**src/rtl/psc_pkg.sv**
```systemverilog
`timescale 1ns / 1ps

package psc_pkg;

  // Internal fixed point: signed, 40 fraction bits
  localparam int CF = 40;

  // Multiplier operands: signed OP_W, magnitude MAG_W split into two halves
  localparam int OP_W   = 49;
  localparam int MAG_W  = 48;
  localparam int HALF_W = 24;
  localparam int PP_W   = 2 * HALF_W;
  localparam int SUM_W  = 2 * MAG_W + 1;
  localparam int RES_W  = SUM_W - CF;

  // Constants rounded to nearest at CF fraction bits
  localparam logic signed [63:0] PI_Q     = 64'sh0000_0324_3F6A_8886;
  localparam logic signed [63:0] TWOPI_Q  = 64'sh0000_0648_7ED5_110B;
  localparam logic signed [63:0] HALFPI_Q = 64'sh0000_0192_1FB5_4443;
  localparam logic signed [63:0] PM_Q     = 64'sh0000_0324_3F69_D860;
  localparam logic signed [63:0] XMAX_Q   = 64'sd8 <<< CF;

  // P(u) = c0 + c1*u + ... + c5*u^5
  localparam logic signed [63:0] COEF [6] = '{
    -64'sd111403815550,
     64'sd7279734326,
    -64'sd190770820,
     64'sd2773289,
    -64'sd25638,
     64'sd146
  };

endpackage

```
**src/rtl/psc_front.sv**
```systemverilog
`timescale 1ns / 1ps

module psc_front import psc_pkg::*; #(
  parameter int ANGLE_FRAC_BITS = 27
) (
  input  logic                   clk,
  input  logic                   rst_n,
  input  logic                   in_vld,
  input  logic                   op,
  input  logic signed [30:0]     angle,
  input  logic                   skip_wrap,
  output logic                   x_vld,
  output logic signed [OP_W-1:0] x
);

  localparam int SHIFT = CF - ANGLE_FRAC_BITS;
  localparam int X0_W  = 31 + SHIFT + 2;

  localparam logic signed [X0_W-1:0] PI_X     = X0_W'(PI_Q);
  localparam logic signed [X0_W-1:0] NPI_X    = -X0_W'(PI_Q);
  localparam logic signed [X0_W-1:0] TWOPI_X  = X0_W'(TWOPI_Q);
  localparam logic signed [X0_W-1:0] HALFPI_X = X0_W'(HALFPI_Q);
  localparam logic signed [X0_W-1:0] XMAX_X   = X0_W'(XMAX_Q);
  localparam logic signed [X0_W-1:0] NXMAX_X  = -X0_W'(XMAX_Q);

  logic                   v1_r, v2_r, v3_r;
  logic                   skip1_r;
  logic signed [X0_W-1:0] x0_r, x0_nxt;
  logic signed [X0_W-1:0] xw_r, xw_nxt;
  logic signed [OP_W-1:0] x_r, x_nxt;
  logic signed [X0_W-1:0] ax;

  // stage 1: scale to CF fraction bits, cosine adds pi/2
  always_comb begin
    ax     = X0_W'(angle) <<< SHIFT;
    x0_nxt = op ? ax + HALFPI_X : ax;
  end

  // stage 2: one add or subtract of 2*pi toward [-pi, pi]; skip_wrap bypasses it
  always_comb begin
    if (skip1_r) begin
      xw_nxt = x0_r;
    end else if (x0_r > PI_X) begin
      xw_nxt = x0_r - TWOPI_X;
    end else if (x0_r < NPI_X) begin
      xw_nxt = x0_r + TWOPI_X;
    end else begin
      xw_nxt = x0_r;
    end
  end

  // stage 3: clamp to +/-8
  always_comb begin
    if (xw_r > XMAX_X) begin
      x_nxt = OP_W'(XMAX_X);
    end else if (xw_r < NXMAX_X) begin
      x_nxt = OP_W'(NXMAX_X);
    end else begin
      x_nxt = OP_W'(xw_r);
    end
  end

  always_ff @(posedge clk) begin
    if (!rst_n) begin
      v1_r <= 1'b0;
      v2_r <= 1'b0;
      v3_r <= 1'b0;
    end else begin
      v1_r <= in_vld;
      v2_r <= v1_r;
      v3_r <= v2_r;
    end
  end

  always_ff @(posedge clk) begin
    x0_r    <= x0_nxt;
    skip1_r <= skip_wrap;
    xw_r    <= xw_nxt;
    x_r     <= x_nxt;
  end

  assign x_vld = v3_r;
  assign x     = x_r;

endmodule

```
**config.mk**
```make
export PLATFORM = sky130hd
export DESIGN_NAME = psc_front
export DESIGN_NICKNAME = d
export VERILOG_FILES = /design/src/rtl/psc_pkg.sv /design/src/rtl/psc_front.sv
export SDC_FILE = /design/constraint.sdc
export NUM_CORES = 1
export LEC_CHECK = 0
export BUFFER_PORTS_ARGS = -buffer_cell sky130_fd_sc_hd__buf_2
export CAP_MARGIN = 10
export CELL_PAD_IN_SITES_DETAIL_PLACEMENT = 1
export CELL_PAD_IN_SITES_GLOBAL_PLACEMENT = 1
export CORE_ASPECT_RATIO = 0.7
export CORE_MARGIN = 2
export CORE_UTILIZATION = 43
export DETAILED_ROUTE_END_ITERATION = 16
export PLACE_DENSITY = 0.88
export REMOVE_ABC_BUFFERS = 1
export SLEW_MARGIN = 20
export SYNTH_ARGS = -nofsm -noshare
export SYNTH_HDL_FRONTEND = slang
export SYNTH_SLANG_ARGS = --single-unit
export TNS_END_PERCENT = 5
```
**constraint.sdc**
```tcl
create_clock -name clk -period 2.5 [get_ports clk]
set_input_delay 0.375 -clock clk [delete_from_list [all_inputs] [get_ports clk]]
set_output_delay 0.375 -clock clk [all_outputs]
set_load 0.01 [all_outputs]
```
# After elaboration in Yosys (flattened, before gate mapping)
# Cells that the tools add are included.
# totals
regBits,145
inputBits,36
out_inout_bits,50
wordCells,22
# classes
addsub,3
magnitude_cmp,4
muxes,5
n_reduce_logical,1
# op_table
operator,n
$mux 46,4
$mux 49,1
$add 46x44->46 const B,1
$gt 46x43->1 const B,1
$gt 46x45->1 const B,1
$lt 46x43->1 const B,1
$lt 46x44->1 const B,1
$sub 46x44->46 const B,1
$add 44x42->45 const B,1
$reduce_or 2->1,1

# Depth between registers and ports, before layout
# Gate-level depths: netlist (run 1).
# depth
word_depth,4
ltp_mapped,11
mapped_depth_nobuf,10

# Worst setup path after synthesis (run 1)
# Ideal clock, no wire load.
# synth_timing
path_type,register -> register
start,register x0_r[17]
end,register xw_r[23]
setup_time_ns,0.125
arrival_time_ns,2.178
t_required_ns,2.375
setup_slack_ns,0.198
path_stages_with_launch,11
path_buffers,1
synth_period_minus_slack_ns,2.302
path_cell_list,dfxtp_1 -> clkbuf_1 -> inv_1 -> ha_1 -> a21oi_1 -> a2bb2oi_1 -> a211oi_2 -> o31a_4 -> a2111oi_4 -> a31oi_1 -> xnor2_1
# synth_via
elab_chain_len,4
word_cells_on_any_way,7
cone_classes,add/sub: 2; order compare: 2; mux: 3
# synth_rtl
item,line,source
"start, declared",psc_front.sv:28,"logic signed [X0_W-1:0] x0_r, x0_nxt;"
"start signal, assigned",psc_front.sv:76,x0_r <= x0_nxt;
$add 46x44->46 / $lt 46x43->1 (equally long branches),"psc_front.sv:46, psc_front.sv:45",
$mux 46,psc_front.sv:45,end else if (x0_r < NPI_X) begin
$mux 46 *,psc_front.sv:43,end else if (x0_r > PI_X) begin
$mux 46 *,psc_front.sv:41,if (skip1_r) begin
via xw_nxt[23],psc_front.sv:29,"logic signed [X0_W-1:0] xw_r, xw_nxt;"
"end signal, assigned",psc_front.sv:78,xw_r <= xw_nxt;
"end, declared",psc_front.sv:29,
# The timed path passes the listed nets; every way through them passes the cells marked *.
# A chain may end at the register's enable or synchronous reset.

# Worst setup path after layout (run 1)
# layout_timing
start,register x0_r[20]
end,register xw_r[43]
# The elaborated chain is that of the path after synthesis.

==> results of run 1 <==
area by class of cell:
cell class / instances / share of cell area, %
multi-input cells: 397 / 39.5
flip-flops and latches: 117 / 35.0
repair buffers: 140 / 12.9
clock buffers: 20 / 6.82
well taps: 157 / 2.94
clock inverters: 12 / 2.13
inverters: 12 / 0.673
metrics by stage:
step	std cells	area, sq um	total power, mW	TNS (ns)
floorplan	526	5000	2.94	0
global placement	821	6050	3.45	0
detailed placement	821	6050	3.52	-0.131
CTS	854	6670	6.02	0
global route	855	6690	6.25	-0.0487
finish	855	6690	5.99	0
placed cells by master (no fill, tap or decap), types with 5 or more instances in the layout:
master / count
sky130_fd_sc_hd__dfxtp_1: 115
sky130_fd_sc_hd__buf_2: 85
sky130_fd_sc_hd__buf_4: 53
sky130_fd_sc_hd__and2_1: 43
sky130_fd_sc_hd__nand2_1: 38
sky130_fd_sc_hd__nor2_1: 37
sky130_fd_sc_hd__o21ai_0: 29
sky130_fd_sc_hd__xnor2_1: 29
sky130_fd_sc_hd__xor2_1: 27
sky130_fd_sc_hd__a21oi_1: 23
sky130_fd_sc_hd__clkbuf_16: 17
sky130_fd_sc_hd__nand3_1: 15
sky130_fd_sc_hd__nor4_1: 12
sky130_fd_sc_hd__inv_1: 10
sky130_fd_sc_hd__nand2b_1: 10
sky130_fd_sc_hd__nor3_1: 9
sky130_fd_sc_hd__a31oi_1: 9
sky130_fd_sc_hd__nand4_1: 8
sky130_fd_sc_hd__and3_1: 7
sky130_fd_sc_hd__a21o_1: 7
sky130_fd_sc_hd__ha_1: 7
sky130_fd_sc_hd__or3_1: 6
sky130_fd_sc_hd__o22ai_1: 5
sky130_fd_sc_hd__o21a_1: 5
sky130_fd_sc_hd__o31ai_1: 5
power by group:
group,total (mW),switching (mW),leakage (nW),internal [mW]
Combinational,1.17,0.650,1.72,0.524
Sequential,2.36,0.197,0.979,2.16
Clock,2.46,0.926,0.292,1.53
synthesized netlist by cell type (all sizes together), types with 11 or more instances:
cell type,count
a21oi,23
and2,43
buf,22
clkbuf,15
dfxtp,117
inv,11
nand2,38
nand3,15
nor2,37
nor4,13
o21ai,32
xnor2,29
xor2,27
repair_timing:
action | 4_1_cts | 5_1_grt
pin swaps | 1 | 3
setup endpoints to repair | 3 | 12
buffers inserted | 1 | 1
gates resized for setup | 2 | 5
worst paths after layout:
| path | startpoint | end | slack (ns) | cells past startpoint |
|---|---|---|---|---|
| setup / recovery | x0_r[20] | xw_r[43] | 0.07 | 7 |
| hold / removal | skip_wrap | skip1_r | 0.05 | 1 |
| setup reg to reg | x0_r[20] | xw_r[43] | 0.07 | 7 |
| hold reg to reg | v2_r | x_vld | 0.45 | 1 |
cells by family after synthesis:
| kind of cell | after synthesis | share of synthesized area, % |
|---|---|---|
| AOI/OAI and AO/OA | 125 | 17.0 |
| xor gates and xnor gates | 56 | 9.43 |
| DFF | 117 | 45.0 |
| adders and majority gates | 7 | 1.68 |
| and+or+nand+nor | 208 | 22.0 |
| muxes | 1 | 0.216 |
| buffers and inverters | 49 | 4.67 |
sequential cells by signal, summed over array words and instances (netlist names):
signal,count
skip1_r,1
xw_r,40
v2_r,1
x0_r,33
x_vld,1
v1_r,1
x,40
per-layer routing:
layer | track usage (%) | up-vias | wire length, um
met3 | 4.79 | 17 | 844
li1 | - | 2206 | -
met1 | 35.3 | 2232 | 7710
met4 | 8.51 | 0 | 182
met2 | 44.4 | 138 | 7540
met5 | 0 | - | 0
==> flow_metrics.env, run 1 <==
export IMPL_fillers=1380
export IMPL_number_of_enable_type_register_cells_in_the_synthesized_netlist=0
export IMPL_floorplan_rows=33
export IMPL_die_x_um=135
export IMPL_num_io_pins=86
export IMPL_post_route_drc_count=0
export IMPL_cell_type_with_the_highest_aggregate_area_in_the_netlist="sky130_fd_sc_hd__dfxtp_1"
export IMPL_die_area_sq_um=13000
export IMPL_cts_hold_buffers_added=0
export IMPL_startpoint_class_of_the_critical_path="flip-flop"
export IMPL_routed_via_count=4593
export IMPL_wirelength_mm=16.3
export IMPL_via_per_inst=5.37
export IMPL_critical_path_top_cell_by_count="sky130_fd_sc_hd__a211o_1"
export IMPL_crit_slowest_cell="sky130_fd_sc_hd__a2111oi_2"
export IMPL_critPathCaptureType="flip-flop"
export IMPL_irDropWorstVdd_mv=0.711
export IMPL_synth_seq_area_share_pct=45.0
export IMPL_synthesis_instances=563
export IMPL_drt_antenna_violating_nets=0
export IMPL_post_route_cells_drive_above_1_share_pct=27.5
export IMPL_worst_skew_pair_late_latency_ns=0.42
export IMPL_hold_worst_slack_ns=0.0506
export IMPL_power_leakage_nw=2.99
export IMPL_synth_seq_cells=117
export IMPL_crit_arrival_ns=2.73
export IMPL_buf_inv_stages_crit_path=1
export IMPL_grt_remaining_overflow=0
export IMPL_crit_chain="buf_4 -> a211o_1 -> o21bai_1 -> a2111oi_2 -> o21ai_1 -> and3b_1 -> a211o_1"
export IMPL_timing_fmax_mhz=412
export IMPL_die_h_um=96.0
export IMPL_ys_flop_type="sky130_fd_sc_hd__dfxtp_1"
export IMPL_report_final_setup_viol=0
export IMPL_least_margin_pin_slew_ns=0.603
export IMPL_antenna_found_initial=0
export IMPL_nNetsFinal=728
export IMPL_worst_path_largest_cell_delay_ns=0.59
export IMPL_syn_avg_cell_area_sq_um=9.24
export IMPL_timing_setup_critical_path_class="flip-flop to flip-flop"
export IMPL_h_tree_depth=4
export IMPL_synthDistinctLibCells=68
export IMPL_final_critical_path_setup_slack_ns=0.0738
export IMPL_grt_pass1_vias=4745
export IMPL_cts_path_max_buffers=2
export IMPL_max_cap_viol_count=0
export IMPL_tritoncts_num_buffers=17
export IMPL_first_iter_violations=245
export IMPL_post_route_period_util_pct=97.0
export IMPL_multi_input_area_sq_um=2640
export IMPL_clock_sinks=117
export IMPL_globalRouteTotalUtil_pct=26.6
export IMPL_yosys_warnings=0
export IMPL_synth_largest_type_area_fraction_pct=45.0
export IMPL_drt_pass1_iter_count=5
export IMPL_postLayoutCoreUtil_pct=56.9
export IMPL_place_ws_ns=-0.119
export IMPL_finalWeightedCongestion=0.896
export IMPL_power_per_cell_area_nw_per_um2=896
export IMPL_run_status="finished clean"
export IMPL_clk_root_buffer_cell="sky130_fd_sc_hd__clkbuf_16"
export IMPL_min_delay_path_class="primary input to flip-flop"
export IMPL_detail_route_wl_per_cell_um=19.0
export IMPL_synth_async_reset_ratio_pct=0
export IMPL_slew_headroom_pct=59.7
export IMPL_grt_start_max_net_pins=38
export IMPL_clkSlewWorstSetupHoldPaths_ns=0.06
export IMPL_yosys_top_cells_area="sky130_fd_sc_hd__dfxtp_1 45%, sky130_fd_sc_hd__and2_1 5.2%, sky130_fd_sc_hd__xnor2_1 4.9%"
export IMPL_core_area_sq_um=11800
export IMPL_area_delta_synth_final_pct=28.6
export IMPL_layout_area_seq_sq_um=2340
export IMPL_start_util_pct=44.2
export IMPL_grt_setup_unrepaired="true"
export IMPL_shortest_period_the_worst_path_allows_ns=2.43
export IMPL_grt_pass1_wl_mm=25.9
export IMPL_syn_cell_area_sq_um=5200
export IMPL_timing_critical_path_required_ns=2.80
export IMPL_clock_skew_ns=0.00818
export IMPL_report_final_hold_viol_count=0
export IMPL_antenna_cells=0
export IMPL_critical_path_max_fanout=7
export IMPL_hpwl_reported_at_the_end_of_detailed_placement_mm=12.2
export IMPL_worst_path_dominant_cell_family="compound AO/OA/AOI/OAI gates"
export IMPL_io_buffer_count=85
export IMPL_report_final_slew_viol_count=0
export IMPL_clock_tree_from_tritoncts="yes"
Power figures use the tool's default switching activity.
==> run 2, diff against run 1 <==
CORE_UTILIZATION = 39   (was 43)
PLACE_DENSITY = 0.84   (was 0.88)
clock period = 2 ns   (was 2.5 ns; I/O delays follow)
==> run 2 against run 1 <==
Design area increased by 15%; worst hold slack gained 0.031 ns; first-iteration DRC count is 0.41% higher; largest cell class unchanged; the run now ends with setup timing left; global-route usage shrank 1.3 points; core utilization increased by 1.9 points.
==> flow_metrics.env, run 2 (synthesized netlist as in run 1, its figures left out) <==
export IMPL_layout_area_seq_sq_um=2360
export IMPL_report_final_setup_viol=41
export IMPL_via_per_inst=5.24
export IMPL_switching_fraction_pct=30.0
export IMPL_io_buffer_count=85
export IMPL_wirelength_mm=18.2
export IMPL_grt_setup_unrepaired="true"
export IMPL_post_route_drc_count=0
export IMPL_power_share_sequential_pct=36.6
export IMPL_critical_path_reg2reg_endpoint="xw_r[33]"
export IMPL_drt_pass1_iter_count=5
export IMPL_first_iter_violations=246
export IMPL_final_cell_mix="116 x sky130_fd_sc_hd__buf_4, 109 x sky130_fd_sc_hd__dfxtp_1, 85 x sky130_fd_sc_hd__buf_2"
export IMPL_grt_pass1_wl_mm=27.8
export IMPL_detail_route_wl_per_cell_um=19.4
export IMPL_netSwitchingPower_mw=2.41
export IMPL_power_leakage_nw=3.45
export IMPL_area_delta_synth_final_pct=47.9
export IMPL_grt_start_max_net_pins=38
export IMPL_multi_input_area_sq_um=2980
export IMPL_start_util_pct=39.7
export IMPL_core_area_sq_um=13100
export IMPL_floorplan_rows=35
export IMPL_globalRouteTotalUtil_pct=25.3
export IMPL_layout_commonest_cell="sky130_fd_sc_hd__buf_4"
export IMPL_final_cells=937
export IMPL_die_x_um=142
export IMPL_violated_checks="setup timing"
export IMPL_timing_setup_critical_path_class="flip-flop to flip-flop"
export IMPL_timing_critical_path_required_ns=2.32
export IMPL_global_route_usage_met3_pct=4.42
export IMPL_r2r_setup_slack_ns=-0.42
export IMPL_h_tree_depth=4
export IMPL_p_comb_share_pct=23.4
export IMPL_min_delay_path_class="primary input to flip-flop"
export IMPL_min_path_cells=2
export IMPL_run_status="complete, but fails checks"
export IMPL_global_route_usage_met2_pct=44.0
export IMPL_critical_path_max_fanout=6
export IMPL_finalWeightedCongestion=0.938
export IMPL_buf_inv_stages_crit_path=3
export IMPL_crit_chain="buf_6 -> ha_4 -> and4b_1 -> a31oi_2 -> a211oi_2 -> buf_4 -> a2bb2oi_4 -> buf_6 -> a31o_4 -> o31ai_4 -> xor2_1"
export IMPL_slew_headroom_pct=71.9
export IMPL_die_h_um=101
export IMPL_antenna_found_initial=0
export IMPL_timing_fmax_mhz=414
export IMPL_cts_path_max_buffers=2
export IMPL_clock_sinks=117
export IMPL_critPathCaptureType="flip-flop"
export IMPL_max_cap_viol_count=0
export IMPL_nNetsFinal=802
export IMPL_worst_hold_startpoint="angle[30]"
export IMPL_clk_root_buffer_cell="sky130_fd_sc_hd__clkbuf_16"
export IMPL_clock_skew_ns=0.0143
export IMPL_gr_busiest_metal="met2"
export IMPL_fillers=1468
export IMPL_crit_arrival_ns=2.73
export IMPL_hpwl_reported_at_the_end_of_detailed_placement_mm=12.9
export IMPL_internal_power_mw=5.61
export IMPL_antenna_cells=0
export IMPL_grt_pass1_vias=5276
export IMPL_clock_tree_from_tritoncts="yes"
export IMPL_post_route_cells_drive_above_1_share_pct=41.2
export IMPL_fin_tns_setup_ns=-9.19
export IMPL_shortest_period_the_worst_path_allows_ns=2.42
export IMPL_worst_path_dominant_cell_family="compound AO/OA/AOI/OAI gates"
export IMPL_place_inst=893
export IMPL_num_io_pins=86
export IMPL_critical_path_top_cell_by_count="sky130_fd_sc_hd__buf_6"
export IMPL_worst_skew_pair_late_latency_ns=0.42
export IMPL_drt_antenna_violating_nets=0
export IMPL_post_route_period_util_pct=121
export IMPL_irDropWorstVdd_mv=0.523
export IMPL_tritoncts_num_buffers=17
export IMPL_routed_via_count=4913
export IMPL_finalPower_mw=8.02
export IMPL_clkSlewWorstSetupHoldPaths_ns=0.06
export IMPL_least_margin_pin_slew_ns=0.417
export IMPL_postLayoutCoreUtil_pct=58.8
export IMPL_die_area_sq_um=14300
export IMPL_power_per_cell_area_nw_per_um2=1040
export IMPL_rr_startpoint="x0_r[17]"
export IMPL_timing_hold_worst_endpoint="x0_r[43]"
export IMPL_hold_worst_slack_ns=0.0812
export IMPL_grtUsageMet1_pct=33.0
export IMPL_report_final_hold_viol_count=0
export IMPL_final_critical_path_setup_slack_ns=-0.416
export IMPL_grt_remaining_overflow=0
export IMPL_crit_slowest_cell="sky130_fd_sc_hd__dfxtp_2"
export IMPL_clock_power_share_pct=40.0
export IMPL_rr_worst_depth=11
export IMPL_worst_path_largest_cell_delay_ns=0.36
export IMPL_report_final_slew_viol_count=0
export IMPL_startpoint_class_of_the_critical_path="flip-flop"
run 2: cell count changes in the layout (fill, tap and decap cells not counted), moves of 4 or more:
cell	previous run	this run
sky130_fd_sc_hd__o21ai_0	29	17
sky130_fd_sc_hd__a21oi_2	0	4
sky130_fd_sc_hd__o31ai_1	5	1
sky130_fd_sc_hd__o21ai_1	3	13
sky130_fd_sc_hd__dfxtp_2	2	6
sky130_fd_sc_hd__buf_6	0	5
sky130_fd_sc_hd__a21oi_1	23	19
sky130_fd_sc_hd__nor2_2	0	5
sky130_fd_sc_hd__buf_4	53	116
sky130_fd_sc_hd__a31oi_1	9	5
sky130_fd_sc_hd__dfxtp_1	115	109
sky130_fd_sc_hd__nor2_1	37	32
run 2: area by class of cell:
class	instances	area share, %
multi-input cells	397	38.8
flip-flops and latches	117	30.6
repair buffers	214	19.3
clock buffers	18	5.71
well taps	166	2.70
clock inverters	13	2.26
inverters	12	0.585
run 2: worst max path at each step:
| stage | from | to | slack [ns] | depth (start not counted) |
|---|---|---|---|---|
| after floorplan | x0_r[32] | xw_r[23] | -0.35 | 7 |
| after global placement | x0_r[17] | xw_r[33] | -0.29 | 11 |
| after detailed placement | x0_r[17] | xw_r[43] | -0.40 | 9 |
| after CTS | x0_r[17] | xw_r[33] | -0.26 | 11 |
| after global routing | x0_r[17] | xw_r[33] | -0.47 | 11 |
| final | x0_r[17] | xw_r[33] | -0.42 | 11 |
run 2: through the flow:
step / area (sq um) / setup WS [ns]
2_1_floorplan: 5000 / -0.353
3_3_place_gp: 6550 / -0.289
3_5_place_dp: 6550 / -0.404
4_1_cts: 7510 / -0.261
5_1_grt: 7690 / -0.467
6_report: 7690 / -0.416
run 2: metal layers:
layer  up-vias  share of wire, %
met5         -                 0
met4         0               1.0
met3        15               5.0
met2       158                49
met1      2383                45
li1       2357                 -
run 2: timing repair:
item	in CTS	in global routing
setup buffers	8	3
setup endpoints to repair	79	79
hold buffers	2	0
pin swaps	25	24
endpoints found under the hold margin	2	0
gates resized for setup	60	35
run 2: power by group through the flow:
stage	Sequential, mW	Clock [mW]	Combinational (mW)
final	2.94	3.21	1.88
after global routing	2.97	3.34	2.01
after CTS	2.92	3.22	1.76
after detailed placement	2.94	0	1.63
after global placement	2.91	0	1.58
after floorplan	3.04	0	0.635
==> run 3, diff against run 2 <==
CORE_UTILIZATION = 43   (was 39)
PLACE_DENSITY = 0.88   (was 0.84)
clock period = 2.39 ns   (was 2 ns; I/O delays follow)
==> run 3 against run 2 <==
The run now ends clean; via count shrank 6.0%; total power shrank 23%; register-to-register slack gained 0.51 ns; cell count shrank 8.2%; die area shrank 9.0%; count of clock-buffer cells in the layout is the same; fmax grew 5.2%.
==> flow_metrics.env, run 3 (synthesized netlist as in run 1, its figures left out) <==
export IMPL_postLayoutCellArea_sq_um=6740
export IMPL_finalWeightedCongestion=0.944
export IMPL_final_cell_mix="113 x sky130_fd_sc_hd__dfxtp_1, 85 x sky130_fd_sc_hd__buf_2, 58 x sky130_fd_sc_hd__buf_4"
export IMPL_place_ws_ns=-0.0861
export IMPL_shortest_period_the_worst_path_allows_ns=2.30
export IMPL_post_route_period_util_pct=96.1
export IMPL_routed_via_count=4617
export IMPL_worst_path_largest_cell_delay_ns=0.45
export IMPL_r2r_setup_slack_ns=0.09
export IMPL_rr_worst_depth=10
export IMPL_min_delay_path_class="primary input to flip-flop"
export IMPL_clock_sinks=117
export IMPL_area_delta_synth_final_pct=29.5
export IMPL_slew_headroom_pct=67.4
export IMPL_p_comb_share_pct=20.1
export IMPL_final_critical_path_setup_slack_ns=0.0941
export IMPL_num_io_pins=86
export IMPL_power_leakage_nw=3.00
export IMPL_grt_remaining_overflow=0
export IMPL_clk_root_buffer_cell="sky130_fd_sc_hd__clkbuf_16"
export IMPL_fillers=1366
export IMPL_crit_slowest_cell="sky130_fd_sc_hd__a211oi_4"
export IMPL_least_margin_pin_slew_ns=0.484
export IMPL_via_per_inst=5.37
export IMPL_netSwitchingPower_mw=1.89
export IMPL_clock_tree_from_tritoncts="yes"
export IMPL_report_final_hold_viol_count=0
export IMPL_hpwl_reported_at_the_end_of_detailed_placement_mm=12.4
export IMPL_wirelength_mm=16.2
export IMPL_post_route_drc_count=0
export IMPL_die_x_um=135
export IMPL_nNetsFinal=733
export IMPL_floorplan_rows=33
export IMPL_drt_antenna_violating_nets=0
export IMPL_timing_critical_path_required_ns=2.70
export IMPL_globalRouteTotalUtil_pct=26.3
export IMPL_cts_path_max_buffers=2
export IMPL_clock_power_share_pct=40.0
export IMPL_first_iter_violations=249
export IMPL_power_share_sequential_pct=39.9
export IMPL_final_cells=860
export IMPL_h_tree_depth=4
export IMPL_startpoint_class_of_the_critical_path="flip-flop"
export IMPL_clkSlewWorstSetupHoldPaths_ns=0.06
export IMPL_critical_path_launch_point="x0_r[16]"
export IMPL_layout_commonest_cell="sky130_fd_sc_hd__dfxtp_1"
export IMPL_finalPower_mw=6.18
export IMPL_internal_power_mw=4.28
export IMPL_critPathCaptureType="flip-flop"
export IMPL_switching_fraction_pct=30.7
export IMPL_max_cap_viol_count=0
export IMPL_grt_pass1_vias=4753
export IMPL_worst_skew_pair_late_latency_ns=0.42
export IMPL_run_status="finished clean"
export IMPL_core_area_sq_um=11800
export IMPL_critical_path_reg2reg_endpoint="xw_r[40]"
export IMPL_die_area_sq_um=13000
export IMPL_rr_startpoint="x0_r[16]"
export IMPL_critical_path_max_fanout=6
export IMPL_place_inst=828
export IMPL_post_cts_setup_buffer_count=0
export IMPL_grt_pass1_wl_mm=25.5
export IMPL_die_h_um=96.0
export IMPL_detail_route_wl_per_cell_um=18.8
export IMPL_dpl_cell_area_sq_um=6100
export IMPL_irDropWorstVdd_mv=0.478
export IMPL_crit_chain="buf_4 -> ha_4 -> a21oi_1 -> a2bb2oi_2 -> a211oi_4 -> o31ai_4 -> buf_4 -> buf_4 -> a32o_1 -> xor2_1"
export IMPL_antenna_found_initial=0
export IMPL_timing_setup_critical_path_class="flip-flop to flip-flop"
export IMPL_start_util_pct=44.2
export IMPL_critical_path_top_cell_by_count="sky130_fd_sc_hd__buf_4"
export IMPL_antenna_cells=0
export IMPL_crit_arrival_ns=2.60
export IMPL_drt_pass1_iter_count=4
export IMPL_report_final_setup_viol=0
export IMPL_timing_fmax_mhz=436
export IMPL_post_route_cells_drive_above_1_share_pct=28.7
export IMPL_power_per_cell_area_nw_per_um2=917
export IMPL_grt_start_max_net_pins=38
export IMPL_io_buffer_count=85
export IMPL_grt_setup_unrepaired="true"
export IMPL_worst_setup_path_endpoint="xw_r[40]"
export IMPL_report_final_slew_viol_count=0
export IMPL_clock_skew_ns=0.00832
export IMPL_tritoncts_num_buffers=17
run 3: cell count changes in the layout (fill, tap and decap cells not counted), sizes merged:
cell,previous run,this run
clkinv,5,3
inv,15,19
bufinv,3,1
dlygate4sd3,2,0
clkinvlp,2,3
buf,212,145
run 3: final cells by class:
| class | count | area [sq um] | share of cell area [%] |
|---|---|---|---|
| inverter | 12 | 45.0 | 0.669 |
| multi-input combinational | 397 | 2680 | 39.7 |
| clock inverter | 14 | 141 | 2.10 |
| clock buffer | 18 | 429 | 6.37 |
| tap | 157 | 196 | 2.92 |
| sequential | 117 | 2350 | 34.8 |
| timing repair buffer | 145 | 901 | 13.4 |
run 3: routing by layer:
metal,GRT usage (%),wire (um),vias up
met5,0,0,-
met4,11.4,329,0
met3,5.27,1000,27
met2,43.4,7440,160
met1,33.8,7400,2213
li1,-,-,2217
run 3: critical path: cells and delay by family (launching register included):
family          cells  cell delay, ns
compound gates      5            1.06
xor+xnor            1            0.14
fa+ha+maj           1            0.14
buf+inv             3            0.47
flops               1            0.36
run 3: timing repair:
action | 4_1_cts | 5_1_grt
gates resized for setup | 3 | 14
hold buffers | 0 | 0
gates cloned | 0 | 0
pin swaps | 0 | 5
endpoints found under the setup margin | 7 | 27
run 3: worst min path at each step:
| stage | start | end | slack (ns) | cells after the start |
|---|---|---|---|---|
| 3_3_place_gp | v2_r | x_vld | 0.42 | 1 |
| 3_5_place_dp | v2_r | x_vld | 0.43 | 1 |
| 4_1_cts | skip_wrap | skip1_r | 0.02 | 1 |
| 5_1_grt | skip_wrap | skip1_r | 0.02 | 1 |
| 6_report | skip_wrap | skip1_r | 0.04 | 1 |
| 2_1_floorplan | skip_wrap | skip1_r | 0.39 | 0 |
run 3: power groups by stage:
| stage | clock network (mW) | logic, mW | registers, mW |
|---|---|---|---|
| after detailed placement | 0 | 1.20 | 2.49 |
| after global routing | 2.60 | 1.36 | 2.49 |
| after floorplan | 0 | 0.531 | 2.54 |
| final | 2.47 | 1.24 | 2.47 |
| after CTS | 2.51 | 1.22 | 2.46 |
| after global placement | 0 | 1.17 | 2.46 |
run 3: through the flow:
stage | utilization [%] | hold WS (ns) | TNS [ns]
after global routing | 57.2 | 0.0241 | -0.0368
after global placement | 51.9 | 0.415 | -0.00305
after floorplan | - | 0.386 | 0
after detailed placement | 51.9 | 0.426 | -0.106
after CTS | 56.8 | 0.0215 | 0
final | 57.2 | 0.0355 | 0
